<file path="config.mk">
export PLATFORM = sky130hd
export DESIGN_NAME = scheduled_hysteresis_thermostat_unit
export DESIGN_NICKNAME = d
export VERILOG_FILES = /design/src/sht_pkg.sv /design/src/sht_cfg_regs.sv /design/src/sht_eval.sv /design/src/scheduled_hysteresis_thermostat_unit.sv
export VERILOG_INCLUDE_DIRS = /design/src /design/src/src
export SDC_FILE = /design/constraint.sdc
export NUM_CORES = 1
export LEC_CHECK = 0
export BUFFER_PORTS_ARGS = -buffer_cell sky130_fd_sc_hd__buf_4
export CAP_MARGIN = 0
export CORE_MARGIN = 4
export CORE_UTILIZATION = 60
export CTS_CLUSTER_DIAMETER = 40
export CTS_CLUSTER_SIZE = 30
export DETAILED_ROUTE_END_ITERATION = 10
export GPL_TIMING_DRIVEN = 0
export PLACE_DENSITY = 0.79
export SLEW_MARGIN = 0
export SYNTH_ARGS = -nofsm -noshare
export SYNTH_HDL_FRONTEND = slang
export SYNTH_SLANG_ARGS = --single-unit
</file>
<file path="constraint.sdc">
create_clock -name clk -period 13.1 [get_ports clk]
set_clock_uncertainty 0.1 [all_clocks]
set_input_delay 0.655 -clock clk [delete_from_list [all_inputs] [get_ports clk]]
set_output_delay 0.655 -clock clk [all_outputs]
set_load 0.05 [all_outputs]
</file>
<file path="src/scheduled_hysteresis_thermostat_unit_macros.svh">
// ----------------------------------------------------------------------------
// scheduled hysteresis thermostat: assertion macros
// Short forms for the concurrent checks at the end of the top level.
// ----------------------------------------------------------------------------
`ifndef SCHEDULED_HYSTERESIS_THERMOSTAT_UNIT_MACROS_SVH
`define SCHEDULED_HYSTERESIS_THERMOSTAT_UNIT_MACROS_SVH

// same-cycle implication, checked out of reset
`define SHT_ASSERT_NOW(lbl, clk_i, rst_n_i, ante, cons) \
	lbl: assert property (@(posedge clk_i) disable iff (!rst_n_i) (ante) |-> (cons)) \
		else $error("thermostat check failed: same-cycle rule");

// next-cycle implication, checked out of reset
`define SHT_ASSERT_NEXT(lbl, clk_i, rst_n_i, ante, cons) \
	lbl: assert property (@(posedge clk_i) disable iff (!rst_n_i) (ante) |=> (cons)) \
		else $error("thermostat check failed: next-cycle rule");

`endif

</file>
<file path="src/sht_pkg.sv">
// ----------------------------------------------------------------------------
// sht_pkg
// Shared types, codes and helpers of the scheduled hysteresis thermostat.
// ----------------------------------------------------------------------------
package sht_pkg;

	localparam int TEMP_BITS_DEF  = 12;
	localparam int WIN_BITS       = 22;
	localparam int WIN_FIELD_BITS = 11;
	localparam int CFG_ADDR_BITS  = 3;
	localparam int BAND_BITS      = 8;
	localparam int MIN_PER_HOUR   = 60;

	localparam int DAY_SP_RST  = 210;
	localparam int NIGHT_SP_RST = 180;
	localparam int BAND_RST    = 5;

	typedef enum logic [1:0] {
		REQ_CLOCK   = 2'd0,
		REQ_TEMP    = 2'd1,
		REQ_REFRESH = 2'd2
	} req_t;

	typedef enum logic [1:0] {
		ST_UNDEF = 2'd0,
		ST_HEAT  = 2'd1,
		ST_COOL  = 2'd2
	} status_t;

	typedef enum logic [1:0] {
		PER_UNDEF = 2'd0,
		PER_DAY   = 2'd1,
		PER_NIGHT = 2'd2
	} period_t;

	typedef enum logic [CFG_ADDR_BITS-1:0] {
		REG_WKD_MORNING   = 3'd0,
		REG_WKD_AFTERNOON = 3'd1,
		REG_WKE_MORNING   = 3'd2,
		REG_WKE_AFTERNOON = 3'd3,
		REG_DAY_SP        = 3'd4,
		REG_NIGHT_SP      = 3'd5,
		REG_BAND          = 3'd6
	} cfg_reg_t;

	localparam logic [2:0] DAY_SUN = 3'd0;
	localparam logic [2:0] DAY_SAT = 3'd6;

	typedef struct packed {
		logic [WIN_BITS-1:0] wkd_morning;
		logic [WIN_BITS-1:0] wkd_afternoon;
		logic [WIN_BITS-1:0] wke_morning;
		logic [WIN_BITS-1:0] wke_afternoon;
	} sched_cfg_t;

	typedef struct packed {
		logic go;
		logic period_chg;
		logic setpoint_chg;
		logic status_chg;
	} eval_flags_t;

	// on minute in the upper field, off minute in the lower, both inclusive
	function automatic logic win_hit(logic [WIN_BITS-1:0] win,
		logic [WIN_FIELD_BITS-1:0] mod);
		logic [WIN_FIELD_BITS-1:0] on_min;
		logic [WIN_FIELD_BITS-1:0] off_min;
		on_min  = win[WIN_BITS-1:WIN_FIELD_BITS];
		off_min = win[WIN_FIELD_BITS-1:0];
		return (on_min <= mod) && (mod <= off_min);
	endfunction

endpackage

</file>
<file path="src/sht_cfg_regs.sv">
// ----------------------------------------------------------------------------
// sht_cfg_regs
// Configuration register file: schedule windows, setpoints and band.
// ----------------------------------------------------------------------------
module sht_cfg_regs #(
	parameter int TEMP_BITS = sht_pkg::TEMP_BITS_DEF
) (
	input  logic                                  clk,
	input  logic                                  arst_n,
	input  logic                                  cfg_wr_en,
	input  logic [sht_pkg::CFG_ADDR_BITS-1:0]     cfg_addr,
	input  logic [sht_pkg::WIN_BITS-1:0]          cfg_wdata,
	output sht_pkg::sched_cfg_t                   sched,
	output logic signed [TEMP_BITS-1:0]           day_sp,
	output logic signed [TEMP_BITS-1:0]           night_sp,
	output logic [sht_pkg::BAND_BITS-1:0]         band
);
	import sht_pkg::*;

	sched_cfg_t                  sched_q;
	logic signed [TEMP_BITS-1:0] day_sp_q;
	logic signed [TEMP_BITS-1:0] night_sp_q;
	logic [BAND_BITS-1:0]        band_q;

	always_ff @(posedge clk or negedge arst_n) begin
		if (!arst_n) begin
			sched_q    <= '0;
			day_sp_q   <= TEMP_BITS'(DAY_SP_RST);
			night_sp_q <= TEMP_BITS'(NIGHT_SP_RST);
			band_q     <= BAND_BITS'(BAND_RST);
		end else if (cfg_wr_en) begin
			case (cfg_reg_t'(cfg_addr))
				REG_WKD_MORNING:   sched_q.wkd_morning   <= cfg_wdata;
				REG_WKD_AFTERNOON: sched_q.wkd_afternoon <= cfg_wdata;
				REG_WKE_MORNING:   sched_q.wke_morning   <= cfg_wdata;
				REG_WKE_AFTERNOON: sched_q.wke_afternoon <= cfg_wdata;
				REG_DAY_SP:        day_sp_q   <= cfg_wdata[TEMP_BITS-1:0];
				REG_NIGHT_SP:      night_sp_q <= cfg_wdata[TEMP_BITS-1:0];
				REG_BAND:          band_q     <= cfg_wdata[BAND_BITS-1:0];
				default: ;
			endcase
		end
	end

	assign sched    = sched_q;
	assign day_sp   = day_sp_q;
	assign night_sp = night_sp_q;
	assign band     = band_q;

endmodule

</file>
<file path="src/sht_eval.sv">
// ----------------------------------------------------------------------------
// sht_eval
// Single-pass evaluation of one word: update decision, period select,
// setpoint select and heat/cool hysteresis.
// ----------------------------------------------------------------------------
module sht_eval #(
	parameter int TEMP_BITS = sht_pkg::TEMP_BITS_DEF
) (
	input  logic [1:0]                    req_type,
	input  logic [2:0]                    weekday,
	input  logic [4:0]                    hour_of_day,
	input  logic [5:0]                    minute_of_hour,
	input  logic signed [TEMP_BITS-1:0]   indoor_temp,
	input  sht_pkg::sched_cfg_t           sched,
	input  logic signed [TEMP_BITS-1:0]   day_sp,
	input  logic signed [TEMP_BITS-1:0]   night_sp,
	input  logic [sht_pkg::BAND_BITS-1:0] band,
	input  logic [2:0]                    cur_weekday,
	input  logic [4:0]                    cur_hour,
	input  logic [5:0]                    cur_minute,
	input  logic signed [TEMP_BITS-1:0]   cur_temp,
	input  sht_pkg::status_t              cur_status,
	input  sht_pkg::period_t              cur_period,
	input  logic signed [TEMP_BITS-1:0]   cur_setpoint,
	output logic [2:0]                    nxt_weekday,
	output logic [4:0]                    nxt_hour,
	output logic [5:0]                    nxt_minute,
	output logic signed [TEMP_BITS-1:0]   nxt_temp,
	output sht_pkg::status_t              nxt_status,
	output sht_pkg::period_t              nxt_period,
	output logic signed [TEMP_BITS-1:0]   nxt_setpoint,
	output sht_pkg::eval_flags_t          flags
);
	import sht_pkg::*;

	// twice a temperature plus the band needs two more bits, one spare
	localparam int CMP_BITS = TEMP_BITS + 3;

	logic                        go;
	logic [WIN_FIELD_BITS-1:0]   mod;
	logic                        weekend;
	logic                        day_hit;
	period_t                     per_new;
	logic signed [TEMP_BITS-1:0] sp_new;
	logic signed [CMP_BITS-1:0]  t2;
	logic signed [CMP_BITS-1:0]  r2;
	logic signed [CMP_BITS-1:0]  band_w;
	logic signed [CMP_BITS-1:0]  hi_thr;
	logic signed [CMP_BITS-1:0]  lo_thr;
	status_t                     st_new;

	always_comb begin
		go          = 1'b0;
		nxt_weekday = cur_weekday;
		nxt_hour    = cur_hour;
		nxt_minute  = cur_minute;
		nxt_temp    = cur_temp;
		case (req_t'(req_type))
			REQ_CLOCK: begin
				go = (weekday != cur_weekday) || (hour_of_day != cur_hour) ||
					(minute_of_hour != cur_minute);
				nxt_weekday = weekday;
				nxt_hour    = hour_of_day;
				nxt_minute  = minute_of_hour;
			end
			REQ_TEMP: begin
				go       = (indoor_temp != cur_temp);
				nxt_temp = indoor_temp;
			end
			REQ_REFRESH: go = 1'b1;
			default: go = 1'b0;
		endcase
	end

	// schedule lookup on the updated clock value
	always_comb begin
		mod = WIN_FIELD_BITS'(nxt_hour) * WIN_FIELD_BITS'(MIN_PER_HOUR) +
			WIN_FIELD_BITS'(nxt_minute);
		weekend = nxt_weekday inside {DAY_SUN, DAY_SAT};
		if (weekend) begin
			day_hit = win_hit(sched.wke_morning, mod) || win_hit(sched.wke_afternoon, mod);
		end else begin
			day_hit = win_hit(sched.wkd_morning, mod) || win_hit(sched.wkd_afternoon, mod);
		end
		per_new = day_hit ? PER_DAY : PER_NIGHT;
		sp_new  = day_hit ? day_sp : night_sp;
	end

	// hysteresis in twentieths of a degree
	always_comb begin
		t2     = CMP_BITS'(nxt_temp) <<< 1;
		r2     = CMP_BITS'(sp_new) <<< 1;
		band_w = CMP_BITS'(band);
		hi_thr = r2 + band_w;
		lo_thr = r2 - band_w;
		case (cur_status)
			ST_HEAT: st_new = (t2 >= hi_thr) ? ST_COOL : ST_HEAT;
			ST_COOL: st_new = (t2 <= lo_thr) ? ST_HEAT : ST_COOL;
			default: st_new = (t2 < hi_thr) ? ST_HEAT : ST_COOL;
		endcase
	end

	always_comb begin
		nxt_period         = go ? per_new : cur_period;
		nxt_setpoint       = go ? sp_new : cur_setpoint;
		nxt_status         = go ? st_new : cur_status;
		flags.go           = go;
		flags.period_chg   = go && (per_new != cur_period);
		flags.setpoint_chg = go && (sp_new != cur_setpoint);
		flags.status_chg   = go && (st_new != cur_status);
	end

endmodule

</file>
<file path="src/scheduled_hysteresis_thermostat_unit.sv">
// ----------------------------------------------------------------------------
// scheduled_hysteresis_thermostat_unit
// Scheduled day/night on/off thermostat with heat/cool hysteresis.
// ----------------------------------------------------------------------------
// One word in gives one result word out. A word is captured in an input
// register, evaluated against the stored clock, temperature and control state
// by combinational logic, and lands in an output register once the output
// stage can advance. The block takes one word per clock while the sink keeps
// up; the rate is set by the evaluation stage that reads and writes the
// thermostat state. The output register holds a result while the sink stalls
// and the input register can take one more word meanwhile, after which
// in_ready drops until the sink moves. Configuration writes are registered
// and should be made with no word in flight.
`include "scheduled_hysteresis_thermostat_unit_macros.svh"

module scheduled_hysteresis_thermostat_unit #(
	parameter int TEMP_BITS = sht_pkg::TEMP_BITS_DEF
) (
	input  logic                                clk,
	input  logic                                arst_n,
	input  logic                                cfg_wr_en,
	input  logic [sht_pkg::CFG_ADDR_BITS-1:0]   cfg_addr,
	input  logic [sht_pkg::WIN_BITS-1:0]        cfg_wdata,
	input  logic                                in_valid,
	output logic                                in_ready,
	input  logic [1:0]                          req_type,
	input  logic [2:0]                          weekday,
	input  logic [4:0]                          hour_of_day,
	input  logic [5:0]                          minute_of_hour,
	input  logic signed [TEMP_BITS-1:0]         indoor_temp,
	output logic                                out_valid,
	input  logic                                out_ready,
	output logic                                refreshed,
	output logic [1:0]                          heat_status,
	output logic                                relay_on,
	output logic [1:0]                          period_state,
	output logic signed [TEMP_BITS-1:0]         required_temp,
	output logic                                period_changed,
	output logic                                setpoint_changed,
	output logic                                status_changed
);
	import sht_pkg::*;

	sched_cfg_t                  sched;
	logic signed [TEMP_BITS-1:0] day_sp;
	logic signed [TEMP_BITS-1:0] night_sp;
	logic [BAND_BITS-1:0]        band;

	// input stage
	logic                        valid_s1;
	logic [1:0]                  req_s1;
	logic [2:0]                  weekday_s1;
	logic [4:0]                  hour_s1;
	logic [5:0]                  minute_s1;
	logic signed [TEMP_BITS-1:0] temp_s1;

	// thermostat state
	logic [2:0]                  weekday_q;
	logic [4:0]                  hour_q;
	logic [5:0]                  minute_q;
	logic signed [TEMP_BITS-1:0] temp_q;
	status_t                     status_q;
	period_t                     period_q;
	logic signed [TEMP_BITS-1:0] setpoint_q;

	// evaluation results
	logic [2:0]                  nxt_weekday;
	logic [4:0]                  nxt_hour;
	logic [5:0]                  nxt_minute;
	logic signed [TEMP_BITS-1:0] nxt_temp;
	status_t                     nxt_status;
	period_t                     nxt_period;
	logic signed [TEMP_BITS-1:0] nxt_setpoint;
	eval_flags_t                 flags;

	// output stage
	logic                        valid_s2;
	eval_flags_t                 flags_s2;
	status_t                     status_s2;
	period_t                     period_s2;
	logic signed [TEMP_BITS-1:0] setpoint_s2;

	logic advance;
	logic fire;

	// terms for the checks below
	logic chk_idle;
	logic chk_refresh;
	logic chk_flags_clear;
	logic chk_state_known;
	logic chk_status_known;

	sht_cfg_regs #(
		.TEMP_BITS (TEMP_BITS)
	) u_cfg (
		.clk       (clk),
		.arst_n    (arst_n),
		.cfg_wr_en (cfg_wr_en),
		.cfg_addr  (cfg_addr),
		.cfg_wdata (cfg_wdata),
		.sched     (sched),
		.day_sp    (day_sp),
		.night_sp  (night_sp),
		.band      (band)
	);

	sht_eval #(
		.TEMP_BITS (TEMP_BITS)
	) u_eval (
		.req_type       (req_s1),
		.weekday        (weekday_s1),
		.hour_of_day    (hour_s1),
		.minute_of_hour (minute_s1),
		.indoor_temp    (temp_s1),
		.sched          (sched),
		.day_sp         (day_sp),
		.night_sp       (night_sp),
		.band           (band),
		.cur_weekday    (weekday_q),
		.cur_hour       (hour_q),
		.cur_minute     (minute_q),
		.cur_temp       (temp_q),
		.cur_status     (status_q),
		.cur_period     (period_q),
		.cur_setpoint   (setpoint_q),
		.nxt_weekday    (nxt_weekday),
		.nxt_hour       (nxt_hour),
		.nxt_minute     (nxt_minute),
		.nxt_temp       (nxt_temp),
		.nxt_status     (nxt_status),
		.nxt_period     (nxt_period),
		.nxt_setpoint   (nxt_setpoint),
		.flags          (flags)
	);

	assign advance  = !valid_s2 || out_ready;
	assign fire     = valid_s1 && advance;
	assign in_ready = !valid_s1 || advance;

	always_ff @(posedge clk or negedge arst_n) begin
		if (!arst_n) begin
			valid_s1 <= 1'b0;
		end else if (in_ready) begin
			valid_s1 <= in_valid;
		end
	end

	always_ff @(posedge clk) begin
		if (in_valid && in_ready) begin
			req_s1     <= req_type;
			weekday_s1 <= weekday;
			hour_s1    <= hour_of_day;
			minute_s1  <= minute_of_hour;
			temp_s1    <= indoor_temp;
		end
	end

	// state is committed as the word moves into the output stage
	always_ff @(posedge clk or negedge arst_n) begin
		if (!arst_n) begin
			weekday_q  <= '0;
			hour_q     <= '0;
			minute_q   <= '0;
			temp_q     <= '0;
			status_q   <= ST_UNDEF;
			period_q   <= PER_UNDEF;
			setpoint_q <= '0;
		end else if (fire) begin
			weekday_q  <= nxt_weekday;
			hour_q     <= nxt_hour;
			minute_q   <= nxt_minute;
			temp_q     <= nxt_temp;
			status_q   <= nxt_status;
			period_q   <= nxt_period;
			setpoint_q <= nxt_setpoint;
		end
	end

	always_ff @(posedge clk or negedge arst_n) begin
		if (!arst_n) begin
			valid_s2 <= 1'b0;
		end else if (advance) begin
			valid_s2 <= valid_s1;
		end
	end

	always_ff @(posedge clk) begin
		if (fire) begin
			flags_s2    <= flags;
			status_s2   <= nxt_status;
			period_s2   <= nxt_period;
			setpoint_s2 <= nxt_setpoint;
		end
	end

	assign out_valid        = valid_s2;
	assign refreshed        = flags_s2.go;
	assign heat_status      = status_s2;
	assign relay_on         = (status_s2 == ST_HEAT);
	assign period_state     = period_s2;
	assign required_temp    = setpoint_s2;
	assign period_changed   = flags_s2.period_chg;
	assign setpoint_changed = flags_s2.setpoint_chg;
	assign status_changed   = flags_s2.status_chg;

	assign chk_idle         = valid_s2 && !flags_s2.go;
	assign chk_refresh      = valid_s2 && flags_s2.go;
	assign chk_flags_clear  = !flags_s2.period_chg && !flags_s2.setpoint_chg &&
		!flags_s2.status_chg;
	assign chk_state_known  = (period_s2 != PER_UNDEF) && (status_s2 != ST_UNDEF);
	assign chk_status_known = (status_q != ST_UNDEF);

	`SHT_ASSERT_NOW(a_no_flags_without_refresh, clk, arst_n, chk_idle, chk_flags_clear)
	`SHT_ASSERT_NOW(a_refresh_defines_state, clk, arst_n, chk_refresh, chk_state_known)
	`SHT_ASSERT_NEXT(a_fire_gives_result, clk, arst_n, fire, valid_s2)
	`SHT_ASSERT_NEXT(a_status_stays_defined, clk, arst_n, chk_status_known, chk_status_known)

endmodule

</file>
======== Word level (Yosys, flattened, before mapping) ========
Cells that the tools add are included.
word-level totals
  logic and storage cells ................. 105
  output and inout port bits .............. 23
  flip-flop bits (word level) ............. 212
operators by class
  reduce and logical (&&, ||, !) cells .... 28
  muxes and demuxes ....................... 15
  magnitude comparators ................... 11
  multipliers ............................. 1
  eq/ne operators ......................... 19
  add/sub/neg operators ................... 3
operator list
  kind                   count
  $le A11 B11 Y1         8
  $mux W12               3
  $ne A12 B12 Y1         2
  $add A13 B9 Y14        1
  $ge A13 B14 Y1         1
  $le A13 B14 Y1         1
  $lt A13 B14 Y1         1
  $reduce_and A2 Y1      7
  $sub A13 B9 Y14        1
  $eq A3 B3 Y1 const B   4
  $mux W2                6
  $add A11 B6 Y11        1
  $logic_and A1 B1 Y1    9
  $mul A5 B4 Y9 const B  1
  $eq A2 B1 Y1 const B   3
  $eq A3 B2 Y1 const B   2
  $logic_not A3 Y1       2
  $logic_or A1 B1 Y1     6
  $mux W6                1
  $ne A6 B6 Y1           1
  $mux W5                1
  $ne A5 B5 Y1           1
  $eq A2 B2 Y1 const B   2
  $ne A2 B2 Y1           2
  other kinds (9)        10

======== Logic depth before layout (Yosys ltp) ========
Gate-level depths: netlist (run 1).
  word-level depth ........................ 15
  depth in mapped cells ................... 49

======== Cells and area by module ========
Synthesis (run 1) repeated with hierarchy kept, for this count alone.
unflattened totals
  cell total of the unflattened synthesis .. 1154
  area, all modules ....................... 13490.4 sq um
by module, submodules not included
  module                                area each (sq um)  cells an instance  instances  seq. area each (sq um)
  sht_eval                              5693.0             751                1          0.0
  sht_cfg_regs                          4529.3             257                1          3015.4
  scheduled_hysteresis_thermostat_unit  3268.1             146                1          2542.4

======== Worst setup path after synthesis (run 1) ========
OpenSTA, ideal clock, no wires.
  kind .................................... reg2reg
  start ................................... register req_s1[1]
  end ..................................... register flags_s2 (netlist bit status_changed) (data pin)
  path slack .............................. 2.942 ns
  period minus slack after synthesis ...... 10.158 ns
  arrival ................................. 9.905 ns
  cell stages (with the launch flop) ...... 46
  path through ............................ edfxtp_1 > nor2_1 > clkbuf_1 > mux2i_1 > fa_1 > fa_1 > inv_1 > fa_1 > ha_1 > or2_2 > o211a_1 > and2_1 > xor2_1 > inv_1 > ha_1 > or3_1 > o31ai_1 > o21ai_1 > (+10 left out) > nand2b_1 > and2_1 > o21ai_0 > nand2b_1 > a21o_1 > a21o_1 > xnor2_1 > ha_1 > nand4_1 > nor2_1 > a221o_1 > a21o_1 > a21oi_1 > o21ai_0 > nand3_1 > a311o_1 > a221o_1 > o22ai_1
RTL lines
  element                   line                                         text
  start: declaration        scheduled_hysteresis_thermostat_unit.sv:51   logic [1:0] req_s1;
  start signal: assignment  scheduled_hysteresis_thermostat_unit.sv:150  req_s1 <= req_type;
  end signal: assignment    scheduled_hysteresis_thermostat_unit.sv:189  flags_s2 <= flags;
  end: declaration          scheduled_hysteresis_thermostat_unit.sv:78   eval_flags_t flags_s2;

======== Worst setup path in the final report (run 1) ========
  start ................................... register req_s1[1]
  end ..................................... register status_s2[1] (netlist: heat_status[1]) (data pin)
between the ends
  longest elaborated chain between the ends .. 14
RTL lines
  element                                             line                                            text
  $logic_not A2 Y1                                    sht_eval.sv:58                                  case (req_t'(req_type))
  $mux W5                                             sht_eval.sv:58
  $mul A5 B4 Y9                                       sht_eval.sv:77                                  mod = WIN_FIELD_BITS'(nxt_hour) * WIN_FIELD_BITS'(MIN_PER_HOUR) +
  $add A11 B6 Y11                                     sht_eval.sv:77
  $le A11 B11 Y1                                      sht_pkg.sv:70                                   return (on_min <= mod) && (mod <= off_min);
  $logic_and A1 B1 Y1                                 sht_pkg.sv:70
  $logic_or A1 B1 Y1 (on tied branches)               sht_eval.sv:83, sht_eval.sv:81
  $mux W1                                             sht_eval.sv:80                                  if (weekend) begin
  $mux W12                                            sht_eval.sv:86                                  sp_new = day_hit ? day_sp : night_sp;
  $add A13 B9 Y14 or $sub A13 B9 Y14 (tied branches)  sht_eval.sv:94, sht_eval.sv:95
  $lt A13 B14 Y1, or another cell as far along        sht_eval.sv:99                                  default: st_new = (t2 < hi_thr) ? ST_HEAT : ST_COOL;
  $mux W2 (on tied branches)                          sht_eval.sv:99, sht_eval.sv:97, sht_eval.sv:98
  $pmux W2 S2                                         sht_eval.sv:96                                  case (cur_status)
  $mux W2 *                                           sht_eval.sv:106                                 nxt_status = go ? st_new : cur_status;
  named net nxt_status[1]                             scheduled_hysteresis_thermostat_unit.sv:71      status_t nxt_status;
  end signal: assignment                              scheduled_hysteresis_thermostat_unit.sv:190     status_s2 <= nxt_status;
  end: declaration                                    scheduled_hysteresis_thermostat_unit.sv:79      status_t status_s2;
Mark *: on every way through the listed nets, which the timed path passes. The rest lies on a longest branch.
A chain may end at the register's enable or synchronous reset.

==> flow_summary_export.csv, run 1 <==
group,metric,value,unit
floorplan,die_h,156,um
global_route,grt_util_met2,44.5,%
timing,post-route-min-period,12.18,ns
logic_synthesis,synthAdderAreaFrac,14.1,%
logic_synthesis,yosys.area.top_type,"dfrtp_1",
timing,maxSlewViolCount,0,
logic_synthesis,syn-num-nets,1451,
timing,finalSetupViolations,0,
logic_synthesis,yosys.area_share.simple,11.0,%
route,dr.pass1.iters,5,
logic_synthesis,synth.cell_area,13200,sq um
cells_and_area,drive_gt1_share,21.7,%
global_route,grt_pass1_vias,10200,
global_route,gr-usage-met1,34.8,%
floorplan,pin_count,81,
route,routed_via_density,5.90,
clocking,worstSkewPairLatency,0.51,ns
logic_synthesis,synthTopCellsByArea,"dfrtp_1, ha_1, edfxtp_1, mux2_2, nand2_1",
floorplan,die_w,156,um
timing,worst_pin_slew,1.23,ns
logic_synthesis,synthXorXnorAreaFrac,4.85,%
critical_path,endpoint_kind,"flip-flop",
logic_synthesis,synth-seq-area-share,42.2,%
floorplan,num_rows,53,
global_route,grt_usage,26.5,%
clocking,root_buffer,"clkbuf_16",
logic_synthesis,synth.area.mux_share,12.1,%
logic_synthesis,ys.flop_type,"dfrtp_1",
timing,setup_tns,0,ns
global_route,globalRouteOverflowTotal,0,
clocking,htree_levels,2,
route,drcViolationCount,0,
critical_path,slowest_stage,"xor2_1",
clocking,clock_path_buffers,3,
timing,rsz0062_at_grt,"false",
logic_synthesis,ys_warn_count,0,
logic_synthesis,syn_avg_cell_area,10.5,sq um
clocking,cts_tree,"yes",
hold_path,hold_path.class,"in2reg",
critical_path,cp_max_fo,10,
floorplan,dieArea,24400,sq um
placed_design,gp_congestion,0.939,
placed_design,hpwl,22700,um
critical_path,cp_data_arrival_time,12.33,ns
cells_and_area,area_growth,16.6,%
critical_path,cp-start-kind,"flip-flop",
timing,maxSlewHeadroom,17.9,%
logic_synthesis,ys_seq_elements,212,
cells_and_area,final_nets,1569,
clocking,path_clk_slew,0.06,ns
logic_synthesis,synth_top_family_by_area,"adder cells",
critical_path,crit_type,"reg2reg",
clocking,clock-sinks,212,
global_route,grt_pass1_wl,51900,um
global_route,antenna_found_initial,0,
outcome,run_status,"complete, no violations",
route,wl,31400,um
logic_synthesis,netlist_instances,1254,
cells_and_area,fillers,1494,
timing,hold_viol_final,0,
logic_synthesis,synth-compound-area-share,11.6,%
clocking,cts_setup_buffers,0,
route,antenna_left,0,
placed_design,io_buffers,80,
route,num_vias,9860,
route,initialDrtViolationCount,569,
critical_path,slowest_delay,0.65,ns
job,maxCapViolCount,0,
clocking,cts_buffers,34,
timing,fmax,82.1,MHz
critical_path,required,13.25,ns
route,wl_per_cell,18.8,um
logic_synthesis,synth_edf_count,48,
cells_and_area,num_antenna_cells,0,
global_route,grtUsageMet3,3.83,%
global_route,globalRoute.busiestLayer,"met2",
floorplan,start_util,61.9,%
global_route,grt_max_degree,128,
timing,period_share,93.0,%
logic_synthesis,synth_cell_types,83,
logic_synthesis,netlist.area_leader.share,29.3,%
floorplan,core-area,21300,sq um
logic_synthesis,ys_async_sr_fraction,77.4,%
[Yosys cell counts, types with 5 or more instances]
cell,number
o21ai_1,20
fa_1,9
nor2b_1,15
nand2b_1,13
clkbuf_1,24
a211oi_1,6
mux2_2,121
a21o_1,23
mux2i_1,13
a21oi_1,44
o21a_1,8
dfstp_2,10
dfrtp_1,154
nand2_1,128
nand3_1,16
nand4_1,20
o21ai_0,75
nor4_1,9
edfxtp_1,48
xnor2_1,34
and2_1,7
or3_1,5
nor3_1,16
xor2_1,39
nor2_1,52
o21bai_1,7
ha_1,130
inv_1,109
[flip-flops by register name, summed over array words and instances (netlist names), 3 cells and up]
| name | count |
|---|---|
| u_cfg.sched | 88 |
| required_temp | 12 |
| setpoint_q | 12 |
| temp_q | 12 |
| temp_s1 | 12 |
| u_cfg.day_sp | 12 |
| u_cfg.night_sp | 12 |
| u_cfg.band | 8 |
| minute_q | 6 |
| minute_s1 | 6 |
| hour_q | 5 |
| hour_s1 | 5 |
| weekday_q | 3 |
| weekday_s1 | 3 |
[repair_timing]
| action | in CTS | in global routing |
|---|---|---|
| hold buffers | 1 | 0 |
| gates resized for setup | 0 | 3 |
| endpoints found under the hold margin | 37 | 0 |
| setup endpoints to repair | 0 | 4 |
[routing by layer]
metal / wire [um] / share of wire (%)
met5: 0 / 0
met4: 1260 / 4.0
met3: 1810 / 5.7
met2: 15000 / 48
met1: 13300 / 42
[through the flow]
step	hold slack, ns	util [%]	instances	worst slack [ns]	instance area (sq um)
after floorplan	0.259	-	1254	2.94	13200
after detailed placement	0.374	66.5	1610	0.824	14200
final	0.225	72.1	1672	0.917	15400
after global placement	0.368	66.3	1609	1.12	14100
after global routing	0.210	72.1	1672	0.0636	15400
after CTS	0.216	72.0	1672	0.731	15300
[final timing paths]
path	start	end	slack (ns)	cells past startpoint
setup / recovery	req_s1[1]	heat_status[1]	0.92	42
hold / removal	hour_of_day[3]	hour_s1[3]	0.22	1
setup reg to reg	req_s1[1]	heat_status[1]	0.92	42
hold reg to reg	valid_s1	out_valid	0.38	1
max in group asynchronous	arst_n	u_cfg.sched[65]	11.46	3
min in group asynchronous	arst_n	out_valid	0.52	2
[worst max-delay path: cells and delay by family (launching register included)]
kind,cells,cell delay [ns]
adder cells (fa/ha/maj),7,2.63
buffers and inverters,5,1.17
AO/OA/AOI/OAI,17,3.73
XOR/XNOR,2,0.83
flip-flops,1,0.44
multiplexers,3,1.13
AND/OR/NAND/NOR,8,1.88
[kinds of logic after synthesis]
group / Yosys count
AO/OA/AOI/OAI: 237
XOR/XNOR: 73
adder cells (fa/ha/maj): 144
buffers and inverters: 144
flip-flops: 212
multiplexers: 141
AND/OR/NAND/NOR: 303
[area by class of cell]
class | count | area, sq um | area share (%)
multi-input combinational | 898 | 7080 | 46.1
timing repair buffer | 82 | 646 | 4.21
tap | 275 | 344 | 2.24
clock buffer | 41 | 927 | 6.04
inverter | 113 | 424 | 2.76
clock inverter | 20 | 244 | 1.59
sequential | 212 | 5560 | 36.2
buffer | 31 | 130 | 0.848
[cell usage in the layout (no fill, tap or decap), types with 6 or more instances in the layout]
master     instances
nand3_1           16
inv_6              6
a21oi_1           44
mux2i_1           12
inv_1            109
nor2b_1           15
dfstp_2           10
nand4_1           20
and2_1             7
xor2_1            38
nor3_1            16
clkbuf_16         34
clkbuf_1          26
nor4_1             9
o21a_1             8
nand2b_1          13
nand2_1          128
fa_1               9
a211oi_1           6
xnor2_1           33
o21ai_0           75
edfxtp_1          48
buf_4             80
dfrtp_1          154
a21o_1            23
o21bai_1           7
ha_1             130
nor2_1            52
o21ai_1           20
mux2_2           121
Power of run 1 is left out: the tool's default activity adds up to more than one toggle a clock period on the data nets, which glitch-free logic cannot reach.
==> run 2: changes to the inputs <==
--- a/config.mk
+++ b/config.mk
@@ -9,12 +9,13 @@
 export BUFFER_PORTS_ARGS = -buffer_cell sky130_fd_sc_hd__buf_4
 export CAP_MARGIN = 0
 export CORE_MARGIN = 4
-export CORE_UTILIZATION = 60
+export CORE_UTILIZATION = 62
 export CTS_CLUSTER_DIAMETER = 40
 export CTS_CLUSTER_SIZE = 30
 export DETAILED_ROUTE_END_ITERATION = 10
 export GPL_TIMING_DRIVEN = 0
-export PLACE_DENSITY = 0.79
+export PLACE_DENSITY = 0.81
+export RECOVER_POWER = 100
 export SLEW_MARGIN = 0
 export SYNTH_ARGS = -nofsm -noshare
 export SYNTH_HDL_FRONTEND = slang
==> flow_summary_export.csv, run 2 (synthesis results as in run 1) <==
group,metric,value,unit
timing,setup_slack,1.00,ns
timing,fmax,82.7,MHz
placed_design,hpwl,22600,um
floorplan,die_w,154,um
timing,period_share,92.3,%
timing,rsz0062_at_grt,"false",
route,routed_via_density,5.90,
clocking,worstSkewPairLatency,0.54,ns
placed_design,post-place-ws,0.867,ns
global_route,globalRouteOverflowTotal,0,
cells_and_area,final_nets,1563,
global_route,grt_pass1_vias,10000,
route,antenna_left,0,
floorplan,num_rows,53,
clocking,cts_tree,"yes",
timing,hold_viol_final,0,
critical_path,cp_data_arrival_time,12.36,ns
timing,setup_tns,0,ns
critical_path,required,13.37,ns
clocking,htree_levels,1,
job,maxCapViolCount,4,
floorplan,core-area,21000,sq um
critical_path,cp-start-kind,"flip-flop",
critical_path,critPathBufInv,5,
route,drcViolationCount,0,
clocking,cts_setup_buffers,0,
route,initialDrtViolationCount,584,
global_route,grt_max_degree,125,
route,dr.pass1.iters,5,
outcome,run_status,"complete, but fails checks",
cells_and_area,num_antenna_cells,0,
critical_path,crit_type,"reg2reg",
placed_design,io_buffers,80,
route,num_vias,9810,
placed_design,gp_congestion,0.903,
critical_path,cp_max_fo,10,
clocking,clock-sinks,212,
clocking,root_buffer,"clkbuf_16",
timing,worst_pin_slew,6.53,ns
timing,maxSlewViolCount,196,
timing,maxSlewHeadroom,-336,%
clocking,cts_buffers,28,
critical_path,endpoint_kind,"flip-flop",
clocking,clock_path_buffers,3,
critical_path,critPathTopFamily,"compound AO/OA/AOI/OAI gates",
cells_and_area,final_cell_mix,"dfrtp_1, ha_1, nand2_1",
critical_path,slowest_delay,0.57,ns
timing,finalSetupViolations,0,
hold_path,hold_path.class,"in2reg",
floorplan,dieArea,23600,sq um
timing,hold_ws,0.226,ns
route,wl,30700,um
global_route,antenna_found_initial,0,
route,wl_per_cell,18.4,um
floorplan,start_util,62.9,%
cells_and_area,postLayoutCoreUtil,71.4,%
cells_and_area,largest_register_ffs,88,
global_route,grt_usage,26.2,%
outcome,violations,"max-capacitance violations, max-slew violations",
cells_and_area,drive_gt1_share,17.6,%
cells_and_area,area_growth,13.6,%
floorplan,pin_count,81,
cells_and_area,layout_commonest_cell,"dfrtp_1",
critical_path,slowest_stage,"clkbuf_1",
global_route,grt_pass1_wl,50500,um
clocking,path_clk_slew,0.06,ns
timing,post-route-min-period,12.10,ns
floorplan,die_h,154,um
## run 2: cell types whose count changed in the layout (fill, tap and decap cells not counted), moves of 11 or more
cell and change:
mux2_1 +12, mux2_2 -11, clkbuf_1 +32, clkbuf_4 +28
buf_4 -53
## run 2: area by class of cell
class	instances	area (sq um)
sequential	212	5560
clock inverter	19	174
clock buffer	33	751
timing repair buffer	82	517
buffer	31	128
inverter	113	424
fill	1569	6000
multi-input combinational	898	7060
tap	275	344
## run 2: worst paths after layout
kind,depth (start not counted),startpoint,slack [ns],end
min,1,minute_of_hour[4],0.23,minute_s1[4]
max in group asynchronous,3,arst_n,4.42,setpoint_q[5]
max,45,req_s1[1],1.00,status_changed
min in group asynchronous,2,arst_n,1.23,weekday_q[0]
min reg2reg,1,u_cfg.sched[1],0.42,u_cfg.sched[1]
max reg2reg,45,req_s1[1],1.00,status_changed
## run 2: timing repair
item,4_1_cts,5_1_grt
hold endpoints to repair,40,0
resized for setup,0,4
setup endpoints to repair,0,4
hold buffers,1,0
## run 2: metal layers
| metal | track usage [%] | part of all wire [%] | vias to the layer above |
|---|---|---|---|
| met4 | 7.74 | 3.1 | 0 |
| met2 | 44.7 | 49 | 318 |
| met5 | 0 | 0 | - |
| met1 | 34.7 | 42 | 4773 |
| met3 | 4.19 | 6.0 | 66 |
| li1 | - | - | 4653 |
## run 2: stage by stage
stage / std cells / instance area [sq um]
6_report: 1663 / 15000
5_1_grt: 1663 / 15000
4_1_cts: 1663 / 15100
3_5_place_dp: 1610 / 14200
3_3_place_gp: 1609 / 14100
2_1_floorplan: 1254 / 13200
Power of run 2 is left out for the same reason.
